**src/rtl/pip_pkg.sv**
```systemverilog
// Shared types, constants and codes for the point-in-polygon test unit.
package pip_pkg;

  // Default sizing, handed to the top level parameters
  localparam int MAX_VERTICES_DEF = 16;
  localparam int COORD_WIDTH_DEF  = 32;

  // Fixed field widths of the words on the ports
  localparam int FIELD_WIDTH    = 32;
  localparam int SLOT_WIDTH     = 4;
  localparam int COUNT_WIDTH    = 5;
  localparam int VCNT_WIDTH     = 5;
  localparam int EPS_WIDTH      = 16;
  localparam int CFG_DATA_WIDTH = 16;
  localparam int CFG_IDX_WIDTH  = 1;

  // Register indexes on the config port
  localparam logic [CFG_IDX_WIDTH-1:0] REG_VERTEX_COUNT = 1'd0;
  localparam logic [CFG_IDX_WIDTH-1:0] REG_HORIZ_EPS    = 1'd1;

  // Request kinds
  localparam logic REQ_LOAD  = 1'b0;
  localparam logic REQ_QUERY = 1'b1;

  // Input word
  typedef struct packed {
    logic                          req_type;
    logic [SLOT_WIDTH-1:0]         vertex_slot;
    logic signed [FIELD_WIDTH-1:0] point_x;
    logic signed [FIELD_WIDTH-1:0] point_y;
  } req_t;

  // Result word
  typedef struct packed {
    logic                   inside_res;
    logic [COUNT_WIDTH-1:0] crossing_count;
  } res_t;

  // Step controls from the sequencer to the edge unit
  typedef struct packed {
    logic clr;
    logic load_a;
    logic diff;
    logic mag;
    logic mul_lhs;
    logic mul_rhs;
    logic cmp;
  } edge_ctl_t;

endpackage

```
**src/rtl/pip_vertex_ram.sv**
```systemverilog
// Vertex store: one write port, one registered read port.
module pip_vertex_ram import pip_pkg::*; #(
  parameter int DEPTH  = MAX_VERTICES_DEF,
  parameter int DATA_W = 2 * COORD_WIDTH_DEF
) (
  input  logic                     clk,
  input  logic                     we,
  input  logic [$clog2(DEPTH)-1:0] waddr,
  input  logic [DATA_W-1:0]        wdata,
  input  logic [$clog2(DEPTH)-1:0] raddr,
  output logic [DATA_W-1:0]        rdata
);

  logic [DATA_W-1:0] mem [DEPTH];

  always_ff @(posedge clk) begin
    if (we) begin
      mem[waddr] <= wdata;
    end
    rdata <= mem[raddr];
  end

endmodule

```
**src/rtl/pip_edge_unit.sv**
```systemverilog
// Edge datapath: differences, magnitudes, one shared multiplier, crossing compare and count.
module pip_edge_unit import pip_pkg::*; #(
  parameter int MAX_VERTICES = MAX_VERTICES_DEF,
  parameter int COORD_WIDTH  = COORD_WIDTH_DEF
) (
  input  logic                                   clk,
  input  logic                                   rst,
  input  edge_ctl_t                              ctl,
  input  logic [COORD_WIDTH-1:0]                 px,
  input  logic [COORD_WIDTH-1:0]                 py,
  input  logic [EPS_WIDTH-1:0]                   eps,
  input  logic [2*COORD_WIDTH-1:0]               b_vtx,
  output logic [$clog2(MAX_VERTICES+1)-1:0]      cnt
);

  localparam int CW    = COORD_WIDTH;
  localparam int CNT_W = $clog2(MAX_VERTICES+1);

  logic [CW-1:0] bx, by;
  logic [CW-1:0] ax, ay;
  // differences, one bit wider than a coordinate
  logic [CW:0]   dx, dy, t, t2, u;
  logic [CW-1:0] mag_t, mag_dx, mag_u, mag_dy;
  logic          dx_neg, u_neg, skip;
  logic [2*CW-1:0] lhs, rhs, prod;
  logic [CW-1:0]   mul_a, mul_b;

  // magnitude step results
  logic [CW:0]   abs_t, abs_dx, abs_u, abs_dy;
  logic          in_span, too_flat, rises;

  // compare step
  logic          na, nb, gt;

  assign bx = b_vtx[2*CW-1:CW];
  assign by = b_vtx[CW-1:0];

  // absolute values and edge filters
  always_comb begin
    abs_t  = t[CW]  ? (~t  + (CW+1)'(1)) : t;
    abs_dx = dx[CW] ? (~dx + (CW+1)'(1)) : dx;
    abs_u  = u[CW]  ? (~u  + (CW+1)'(1)) : u;
    abs_dy = dy[CW] ? (~dy + (CW+1)'(1)) : dy;
    rises  = !dy[CW] && (dy != '0);
    // y1 <= py < y2 when rising, y2 <= py < y1 otherwise; flat edges fail both
    in_span  = rises ? (!t[CW] && t2[CW]) : (!t2[CW] && t[CW]);
    too_flat = {{EPS_WIDTH{1'b0}}, abs_dy[CW-1:0]} < {{CW{1'b0}}, eps};
  end

  // shared multiplier
  assign mul_a = ctl.mul_rhs ? mag_u  : mag_t;
  assign mul_b = ctl.mul_rhs ? mag_dy : mag_dx;
  assign prod  = (2*CW)'(mul_a) * (2*CW)'(mul_b);

  // signed compare of sgn(dx)*lhs against sgn(u)*rhs
  always_comb begin
    na = dx_neg && (lhs != '0);
    nb = u_neg  && (rhs != '0);
    if (na != nb) begin
      gt = nb;
    end else if (!na) begin
      gt = lhs > rhs;
    end else begin
      gt = lhs < rhs;
    end
  end

  // datapath registers
  always_ff @(posedge clk) begin
    if (ctl.load_a) begin
      ax <= bx;
      ay <= by;
    end
    if (ctl.diff) begin
      dx <= {bx[CW-1], bx} - {ax[CW-1], ax};
      dy <= {by[CW-1], by} - {ay[CW-1], ay};
      t  <= {py[CW-1], py} - {ay[CW-1], ay};
      t2 <= {py[CW-1], py} - {by[CW-1], by};
      u  <= {px[CW-1], px} - {ax[CW-1], ax};
      ax <= bx;
      ay <= by;
    end
    if (ctl.mag) begin
      mag_t  <= abs_t[CW-1:0];
      mag_dx <= abs_dx[CW-1:0];
      mag_u  <= abs_u[CW-1:0];
      mag_dy <= abs_dy[CW-1:0];
      dx_neg <= dx[CW];
      u_neg  <= u[CW];
      skip   <= too_flat || !in_span;
    end
    if (ctl.mul_lhs) begin
      lhs <= prod;
    end
    if (ctl.mul_rhs) begin
      rhs <= prod;
    end
  end

  // crossing counter
  always_ff @(posedge clk) begin
    if (rst || ctl.clr) begin
      cnt <= '0;
    end else if (ctl.cmp && !skip && gt) begin
      cnt <= cnt + CNT_W'(1);
    end
  end

endmodule

```
**src/rtl/point_in_polygon_test_unit.sv**
```systemverilog
// Top level of the ray-casting point-in-polygon test unit: config, sequencer, store and datapath.
//
//   channel  | handshake               | word
//   ---------+-------------------------+---------------------------------------
//   request  | start, busy             | req (req_t): load vertex or query
//   result   | done (one-cycle strobe) | res (res_t): inside flag, crossings
//   config   | cfg_we                  | cfg_index, cfg_data
//
// A load leaves busy low; a query keeps busy high until its result strobe, which
// falls in the last busy cycle. Each edge takes five steps: difference,
// magnitude, two passes through the single shared multiplier, and the compare.
// With no vertices a query goes straight to the strobe and counts nothing.
// Reset clears the sequencer and config registers; the vertex store is not
// cleared. The receiver cannot stall: a result is shown for one cycle only.
module point_in_polygon_test_unit import pip_pkg::*; #(
  parameter int MAX_VERTICES = MAX_VERTICES_DEF,
  parameter int COORD_WIDTH  = COORD_WIDTH_DEF
) (
  input  logic                      clk,
  input  logic                      rst,
  input  logic                      start,
  output logic                      busy,
  input  req_t                      req,
  output logic                      done,
  output res_t                      res,
  input  logic                      cfg_we,
  input  logic [CFG_IDX_WIDTH-1:0]  cfg_index,
  input  logic [CFG_DATA_WIDTH-1:0] cfg_data
);

  localparam int CW    = COORD_WIDTH;
  localparam int IW    = $clog2(MAX_VERTICES);
  localparam int NW    = $clog2(MAX_VERTICES+1);
  localparam int CNT_W = $clog2(MAX_VERTICES+1);

  localparam logic [3:0] S_IDLE = 4'd0;
  localparam logic [3:0] S_WAIT = 4'd1;
  localparam logic [3:0] S_VA   = 4'd2;
  localparam logic [3:0] S_DIFF = 4'd3;
  localparam logic [3:0] S_MAG  = 4'd4;
  localparam logic [3:0] S_MUL1 = 4'd5;
  localparam logic [3:0] S_MUL2 = 4'd6;
  localparam logic [3:0] S_CMP  = 4'd7;
  localparam logic [3:0] S_DONE = 4'd8;

  logic [3:0]            state;
  logic [VCNT_WIDTH-1:0] vertex_count;
  logic [EPS_WIDTH-1:0]  horizontal_epsilon;
  logic [CW-1:0]         px, py;
  logic [IW-1:0]         rd_ptr, edge_idx;
  logic [NW-1:0]         n_active;
  logic                  accept, acc_query, acc_load, slot_ok;
  logic                  ram_we;
  logic [2*CW-1:0]       ram_rdata;
  logic [CNT_W-1:0]      cnt;
  edge_ctl_t             ctl;

  // index after p on the closed edge list
  function automatic logic [IW-1:0] wrap_next(input logic [IW-1:0] p, input logic [NW-1:0] n);
    logic [NW-1:0] p1;
    p1 = NW'(p) + NW'(1);
    return (p1 == n) ? '0 : IW'(p1);
  endfunction

  function automatic logic is_last(input logic [IW-1:0] p, input logic [NW-1:0] n);
    return (NW'(p) + NW'(1)) == n;
  endfunction

  assign n_active  = (int'(vertex_count) > MAX_VERTICES) ? NW'(MAX_VERTICES)
                                                         : NW'(vertex_count);
  assign busy      = (state != S_IDLE);
  assign accept    = start && !busy;
  assign acc_query = accept && (req.req_type == REQ_QUERY);
  assign acc_load  = accept && (req.req_type == REQ_LOAD);
  assign slot_ok   = int'(req.vertex_slot) < MAX_VERTICES;
  assign ram_we    = acc_load && slot_ok;

  // config registers
  always_ff @(posedge clk) begin
    if (rst) begin
      vertex_count       <= '0;
      horizontal_epsilon <= EPS_WIDTH'(1);
    end else if (cfg_we) begin
      case (cfg_index)
        REG_VERTEX_COUNT: vertex_count       <= cfg_data[VCNT_WIDTH-1:0];
        REG_HORIZ_EPS:    horizontal_epsilon <= cfg_data[EPS_WIDTH-1:0];
        default: ;
      endcase
    end
  end

  // test point latch
  always_ff @(posedge clk) begin
    if (acc_query) begin
      px <= req.point_x[CW-1:0];
      py <= req.point_y[CW-1:0];
    end
  end

  // sequencer
  always_ff @(posedge clk) begin
    if (rst) begin
      state    <= S_IDLE;
      rd_ptr   <= '0;
      edge_idx <= '0;
    end else begin
      case (state)
        S_IDLE: begin
          if (acc_query) begin
            rd_ptr   <= '0;
            edge_idx <= '0;
            state    <= (n_active == '0) ? S_DONE : S_WAIT;
          end
        end
        S_WAIT: begin
          rd_ptr <= wrap_next(rd_ptr, n_active);
          state  <= S_VA;
        end
        S_VA: state <= S_DIFF;
        S_DIFF: begin
          // fetch the far end of the following edge
          rd_ptr <= wrap_next(rd_ptr, n_active);
          state  <= S_MAG;
        end
        S_MAG:  state <= S_MUL1;
        S_MUL1: state <= S_MUL2;
        S_MUL2: state <= S_CMP;
        S_CMP: begin
          if (is_last(edge_idx, n_active)) begin
            state <= S_DONE;
          end else begin
            edge_idx <= edge_idx + IW'(1);
            state    <= S_DIFF;
          end
        end
        S_DONE:  state <= S_IDLE;
        default: state <= S_IDLE;
      endcase
    end
  end

  // step decode for the edge unit
  always_comb begin
    ctl.clr     = acc_query;
    ctl.load_a  = (state == S_VA);
    ctl.diff    = (state == S_DIFF);
    ctl.mag     = (state == S_MAG);
    ctl.mul_lhs = (state == S_MUL1);
    ctl.mul_rhs = (state == S_MUL2);
    ctl.cmp     = (state == S_CMP);
  end

  pip_vertex_ram #(
    .DEPTH  (MAX_VERTICES),
    .DATA_W (2 * CW)
  ) u_ram (
    .clk   (clk),
    .we    (ram_we),
    .waddr (IW'(req.vertex_slot)),
    .wdata ({req.point_x[CW-1:0], req.point_y[CW-1:0]}),
    .raddr (rd_ptr),
    .rdata (ram_rdata)
  );

  pip_edge_unit #(
    .MAX_VERTICES (MAX_VERTICES),
    .COORD_WIDTH  (COORD_WIDTH)
  ) u_edge (
    .clk   (clk),
    .rst   (rst),
    .ctl   (ctl),
    .px    (px),
    .py    (py),
    .eps   (horizontal_epsilon),
    .b_vtx (ram_rdata),
    .cnt   (cnt)
  );

  // result word
  assign done               = (state == S_DONE);
  assign res.inside_res     = cnt[0];
  assign res.crossing_count = COUNT_WIDTH'(cnt);

endmodule

```
**config.mk**
```make
export PLATFORM = sky130hd
export DESIGN_NAME = point_in_polygon_test_unit
export DESIGN_NICKNAME = d
export VERILOG_FILES = /design/src/rtl/pip_pkg.sv /design/src/rtl/pip_vertex_ram.sv /design/src/rtl/pip_edge_unit.sv /design/src/rtl/point_in_polygon_test_unit.sv
export SDC_FILE = /design/constraint.sdc
export NUM_CORES = 2
export LEC_CHECK = 0
export BUFFER_PORTS_ARGS = -buffer_cell sky130_fd_sc_hd__buf_2
export CAP_MARGIN = 0
export CORE_UTILIZATION = 50
export DETAILED_ROUTE_END_ITERATION = 10
export PLACE_DENSITY_LB_ADDON = 0.15
export RECOVER_POWER = 100
export SLEW_MARGIN = 20
export SYNTH_ARGS = -nofsm -noshare
export SYNTH_HDL_FRONTEND = slang
export SYNTH_SLANG_ARGS = --single-unit
export TNS_END_PERCENT = 5
```
**constraint.sdc**
```tcl
create_clock -name clk -period 14.9 [get_ports clk]
set_clock_uncertainty 0.15 [all_clocks]
set_input_delay 1.49 -clock clk [delete_from_list [all_inputs] [get_ports clk]]
set_output_delay 1.49 -clock clk [all_outputs]
set_load 0.05 [all_outputs]
```
### Word level (Yosys, flattened, before mapping)

Memories as Yosys holds them, arrays and structs flattened. A register that Yosys moved wholly into a read port is not among the register bits.
Cells that the tools add are included.

| operators by class | value |
|---|---|
| multipliers | 1 |
| equal/unequal tests | 13 |
| reduce and logical (&&, ||, !) cells | 32 |
| bitwise logic cells | 6 |
| order comparisons | 4 |
| add/subtract/negate cells | 13 |
| mux-type cells | 25 |

Operators by type and width:

| operator | count |
|---|---|
| two-way mux 32 bit | 10 |
| subtractor 32 x 32 -> 33 bit | 5 |
| adder 32 x 1 -> 32 bit (second input constant) | 4 |
| NOT 32 bit | 4 |
| nonzero test 64 bit | 2 |
| greater-than comparator 64 bit | 1 |
| less-than comparator 64 bit | 1 |
| multiplier 32 x 32 -> 64 bit | 1 |
| nonzero test 33 bit | 1 |
| less-than comparator 32 x 16 -> 1 bit | 1 |
| one-hot mux 4 bit (8 select lines) | 1 |
| two-way mux 4 bit | 6 |
| equality test 4 x 3 -> 1 bit (second input constant) | 4 |
| one-hot mux 4 bit (2 select lines) | 2 |
| adder 4 x 1 -> 5 bit (second input constant) | 2 |
| equality test 5 bit | 2 |
| logical AND 1 bit | 10 |
| equality test 4 x 2 -> 1 bit (second input constant) | 2 |
| zero test 1 bit | 6 |
| AND reduction 2 bit | 3 |
| nonzero test 2 bit | 3 |
| adder 5 x 1 -> 5 bit (second input constant) | 1 |
| greater-than comparator 5 bit (second input constant) | 1 |
| zero test 5 bit | 1 |
| other kinds (13) | 20 |

| word-level totals | value |
|---|---|
| output and inout bits | 8 |
| bits of input ports | 90 |
| RAM bits | 1024 |
| register bits after elaboration | 590 |
| word-level logic and storage cells | 119 |
| memories | 1 |

Memories:

| memory | words | bits a word | rd ports | clocked after memory_dff | write ports | line | text |
|---|---|---|---|---|---|---|---|
| u_ram.mem | 16 | 64 | 1 | 1 | 1 | pip_vertex_ram.sv:14 | `logic [DATA_W-1:0] mem [DEPTH];` |

### Depth between registers and ports, before layout

| depth | value |
|---|---|
| depth after elaboration | 6 |
| gate-level depth with buffers | 35 |

### Modules after synthesis

From an unflattened synthesis, not the netlist that was laid out.

| unflattened totals | value |
|---|---|
| cell total of the unflattened synthesis | 7839 |
| area total of the unflattened synthesis | 101770.1 um^2 |

By module, submodules not included:

| module | cells each | instances | area an instance (um^2) |
|---|---|---|---|
| pip_edge_unit | 5910 | 1 | 58446.1 |
| pip_vertex_ram | 1647 | 1 | 39581.7 |
| point_in_polygon_test_unit | 282 | 1 | 3742.3 |

### Worst setup path before layout

OpenSTA, ideal clock, no wires.

| timing path | value |
|---|---|
| path kind | reg2reg |
| start | reg state[2] |
| end | reg u_edge.lhs[59], data pin |
| cell stages (with the launch flop) | 31 |
| arrival time | 10.516 ns |
| required time | 14.477 ns |
| period minus slack after synthesis | 10.939 ns |
| slack | 3.961 ns |
| library setup time | 0.273 ns |
| cell sequence | dfxtp_1 > clkbuf_1 > nand2b_1 > nor2_1 > clkbuf_1 > buf_1 > mux2_2 > nand2_1 > fa_1 > inv_1 > fa_1 > inv_1 > fa_1 > inv_1 > fa_1 > fa_1 > fa_1 > fa_1 > fa_1 > ha_1 > nand2_1 > nor4_1 > nand2_1 > a2111o_1 > a311o_1 > and3_1 > o21ai_1 > and2_1 > a21oi_1 > o31ai_1 > xor2_1 |

| on the way | value |
|---|---|
| longest elaborated chain between the ends | 3 |

RTL lines:

| item | line | text |
|---|---|---|
| start: declaration | point_in_polygon_test_unit.sv:46 | `logic [3:0] state;` |
| start signal: assignment | point_in_polygon_test_unit.sv:112 | `state <= (n_active == '0) ? S_DONE : S_WAIT;` |
| equality test 4 x 3 -> 1 bit (*) | point_in_polygon_test_unit.sv:149 | `ctl.mul_rhs = (state == S_MUL2);` |
| two-way mux 32 bit (on tied branches) | pip_edge_unit.sv:51, pip_edge_unit.sv:52 |  |
| multiplier 32 x 32 -> 64 bit (*) | pip_edge_unit.sv:53 | `assign prod = (2*CW)'(mul_a) * (2*CW)'(mul_b);` |
| via u_edge.prod[59] | pip_edge_unit.sv:25 | `logic [2*CW-1:0] lhs, rhs, prod;` |
| end signal: assignment | pip_edge_unit.sv:93 | `lhs <= prod;` |
| end: declaration | pip_edge_unit.sv:25 |  |

Mark *: on every way through the listed nets, which the timed path passes. The rest lies on a longest branch.
A chain may end at the register's enable or synchronous reset.

### Worst setup path in the final report

| timing path | value |
|---|---|
| start | reg state[2] |
| end | reg u_edge.rhs[48], data pin |

| on the way | value |
|---|---|
| longest elaborated chain between the ends | 3 |

RTL lines:

| item | line | text |
|---|---|---|
| equality test 4 x 3 -> 1 bit (*) | point_in_polygon_test_unit.sv:149 |  |
| two-way mux 32 bit (on tied branches) | pip_edge_unit.sv:51, pip_edge_unit.sv:52 |  |
| multiplier 32 x 32 -> 64 bit (*) | pip_edge_unit.sv:53 |  |
| via u_edge.prod[48] | pip_edge_unit.sv:25 |  |
| end signal: assignment | pip_edge_unit.sv:96 | `rhs <= prod;` |
| end: declaration | pip_edge_unit.sv:25 |  |

Marked as above.

==> flow_metrics.tcl <==
set metrics [dict create \
    ys_types 81 \
    antenna_found_initial 6 \
    synthTopCellsByCount "edfxtp_1 (1544), inv_1 (1100), fa_1 (900)" \
    first_pass_iters 6 \
    cts_setup_buffers 0 \
    cts_made_buffers 171 \
    seq_area_sq_mm 0.0484 \
    combPwrFrac_pct 10.8 \
    drive_above_1_share_pct 10.1 \
    violations "capacitance limit, slew limit" \
    postLayoutCoreUtil_pct 54.9 \
    io_pins 98 \
    multiInputGateArea_sq_mm 0.0482 \
    synth_most_common_cell "edfxtp_1" \
    drt_iter0_drc 5507 \
    whs_endpoint "u_edge.ax[0]$_DFFE_PP_" \
    cts_sinks 1646 \
    die-area_sq_mm 0.205 \
    initial_core_util_pct 50.3 \
    post-synth-top-area-cell "edfxtp_1" \
    min_period_ns 11.99 \
    clock_path_buffers 3 \
    hold_start "u_ram.rdata[32]$_DFF_P_" \
    min_path_cells 0 \
    n_fill_cell 16700 \
    totalWireLength_um 291000 \
    synthArstFlopShare_pct 0 \
    grt_max_degree 124 \
    yosys_warnings 0 \
    ant_nets 0 \
    num_rows 165 \
    synth.avg_cell_area_sq_um 13.3 \
    clkPwrFrac_pct 40.2 \
    p_sw_mw 2.58 \
    powerDensity_mw_per_mm2 95.8 \
    hold_viol 0 \
    max_cap_violations 49 \
    synthTopCellsByArea "edfxtp_1 (46%), fa_1 (18%), mux4_2 (7.1%)" \
    critPathKind "reg -> reg" \
    clkSlewWorstSetupHoldPaths_ns 0.06 \
    reg2reg_setup_slack_ns 2.91 \
    worstPathArrival_ns 12.40 \
    avgViaCountPerCell 5.84 \
    max_slew.worst_pin.slew_ns 7.54 \
    ir_worst_vdd_mv 0.113 \
    grt_pass1_wl_um 426000 \
    worst_slack_ns 2.91 \
    yosysSeqAreaShare_pct 47.7 \
    drc 0 \
    synth-seq-cells 1646 \
    area_delta_synth_final_pct 9.26 \
    setup_viol 0 \
    cts_tree "yes" \
    status "finished with violations" \
    synth-edff-count 1544 \
    grtUsageTotal_pct 28.7 \
    crit_path_start_kind "register" \
    layout.nets 9261 \
    core-area_sq_mm 0.202 \
    end_kind "register" \
    wl_per_cell_um 27.5 \
    place_ws_ns 4.20 \
    syn-num-nets 9154 \
    r2r_cells 26 \
    power.total_mw 10.6 \
    gp_congestion 0.983 \
    cts_max_level 4 \
    grt-ovfl-total 0 \
    dieWidth_um 453 \
    ctsRootBufferMaster "clkbuf_16" \
    rsz0062_at_grt "false" \
    grt_pass1_vias 64200 \
    yosys.area.top_type_share_pct 45.7 \
    swShare_pct 24.2 \
    cp.required_ns 15.31 \
    synth_cells 7656 \
    port-buffer-count 97 \
    cts.repair.resized 0 \
    drv_slew 1807 \
    path_max_fanout 123 \
    holdCritPathClass "reg -> reg" \
    syn_area_sq_mm 0.102 \
    dp_hpwl_um 207000 \
    reg2reg_to "u_edge.rhs[48]$_DFFE_PP_" \
    slew_headroom_pct -403 \
    fmax_ghz 0.0834 \
    seq_power_share_pct 49.0 \
    hold_buffers 0 \
    finalSetupTns_ns 0 \
    vias 61800 \
    period_share_pct 80.5 \
    leakage_nw 43.0 \
    worstSkewPairLatency_ns 0.84 \
    synthFlopType "edfxtp_1" \
    rr_startpoint "state[2]$_SDFFE_PP0P_" \
    die_h_um 453 \
    intPower_mw 8.05 \
]
[power groups by stage]
| stage | registers, mW | logic [mW] | clock network [mW] |
|---|---|---|---|
| 6_report | 5.21 | 1.15 | 4.27 |
| 5_1_grt | 5.21 | 1.24 | 4.53 |
| 4_1_cts | 5.20 | 1.15 | 4.36 |
| 3_5_place_dp | 5.30 | 1.14 | 0 |
| 3_3_place_gp | 5.30 | 1.13 | 0 |
| 2_1_floorplan | 5.28 | 0.727 | 0 |
[routing by layer]
metal	up-vias	GRT usage [%]	share of wire (%)
met1	32000	36.7	39
met5	-	0	0.058
met3	660	5.11	7.1
li1	26700	-	-
met4	10	14.3	5.7
met2	2425	47.3	48
[registers in the layout (all words and copies together), names as in the netlist, 16 cells and up]
register,cells
u_ram.mem,1024
u_edge.lhs,64
u_edge.rhs,64
u_ram.rdata,64
u_edge.dx,33
u_edge.dy,33
u_edge.t,33
u_edge.u,33
px,32
py,32
u_edge.ax,32
u_edge.ay,32
u_edge.mag_dx,32
u_edge.mag_dy,32
u_edge.mag_t,32
u_edge.mag_u,32
horizontal_epsilon,16
[worst max path at each step]
| stage | endpoint | startpoint |
|---|---|---|
| global route | u_ram.rdata[22]$_DFF_P_ | rd_ptr[0]$_SDFFE_PP0P_ |
| CTS | u_edge.rhs[48]$_DFFE_PP_ | state[2]$_SDFFE_PP0P_ |
| floorplan | u_edge.lhs[59]$_DFFE_PN_ | state[2]$_SDFFE_PP0P_ |
| finish | u_edge.rhs[48]$_DFFE_PP_ | state[2]$_SDFFE_PP0P_ |
| global placement | u_edge.lhs[48]$_DFFE_PN_ | state[2]$_SDFFE_PP0P_ |
| detailed placement | u_edge.lhs[48]$_DFFE_PN_ | state[2]$_SDFFE_PP0P_ |
[critical path, stage by stage (launching register included)]
cell and delay (ns):
dfxtp_1 0.46, nand2b_1 0.18, nor2_1 0.23, buf_12 0.55
mux2i_1 2.03, nor2_1 0.17, fa_1 0.62, inv_1 0.05
fa_1 0.49, fa_1 0.46, fa_1 0.55, inv_1 0.05
fa_1 0.48, fa_1 0.46, fa_1 0.54, fa_1 0.42
ha_1 0.42, a21oi_1 0.18, o21ai_0 0.12, nor3_1 0.28
a21oi_1 0.19, a2111oi_0 0.74, o31a_1 0.30, o21ai_0 0.19
a2111oi_0 0.73, o21ai_0 0.23, xor2_1 0.18
[cells in the final DEF, fill, tap and decap left out, types with 31 or more instances in the layout]
master / count
inv_1: 1100
clkbuf_1: 164
o31ai_1: 41
o21ai_0: 149
edfxtp_1: 1544
fa_1: 900
dfxtp_1: 99
clkbuf_16: 171
mux4_2: 320
xnor2_1: 237
nand2b_1: 44
nor3_1: 47
nor2_1: 698
buf_4: 68
nand2_1: 623
mux2i_2: 31
xor2_1: 56
ha_1: 508
mux2i_1: 31
nor2b_1: 42
nor4_1: 45
a21oi_1: 203
a21o_1: 130
mux2_2: 60
nand4_1: 44
nand3_1: 49
[cell type report]
type	count	share of cell area (%)
Sequential cell	1646	43.7
Multi-Input combinational cell	4632	43.5
Clock buffer	232	4.19
Inverter	1100	3.72
Tap cell	2672	3.01
Timing Repair Buffer	212	1.02
Clock inverter	82	0.932
Antenna cell	4	0.00902
[cells by family after synthesis]
family	synth area share, %
xor gates and xnor gates	2.53
muxes	8.50
adders and majority gates	24.0
buffers and inverters	5.10
DFF	47.7
and+or+nand+nor	7.41
AOI/OAI and AO/OA	4.77
[metrics by stage]
step / area, sq um / cells / hold WS (ns)
final: 111000 / 10600 / 0.291
after global routing: 111000 / 10600 / 0.304
after CTS: 111000 / 10600 / 0.287
after detailed placement: 106000 / 10300 / 0.273
after global placement: 106000 / 10300 / 0.277
after floorplan: 102000 / 7656 / 0.258
(Power assumes the default switching activity.)
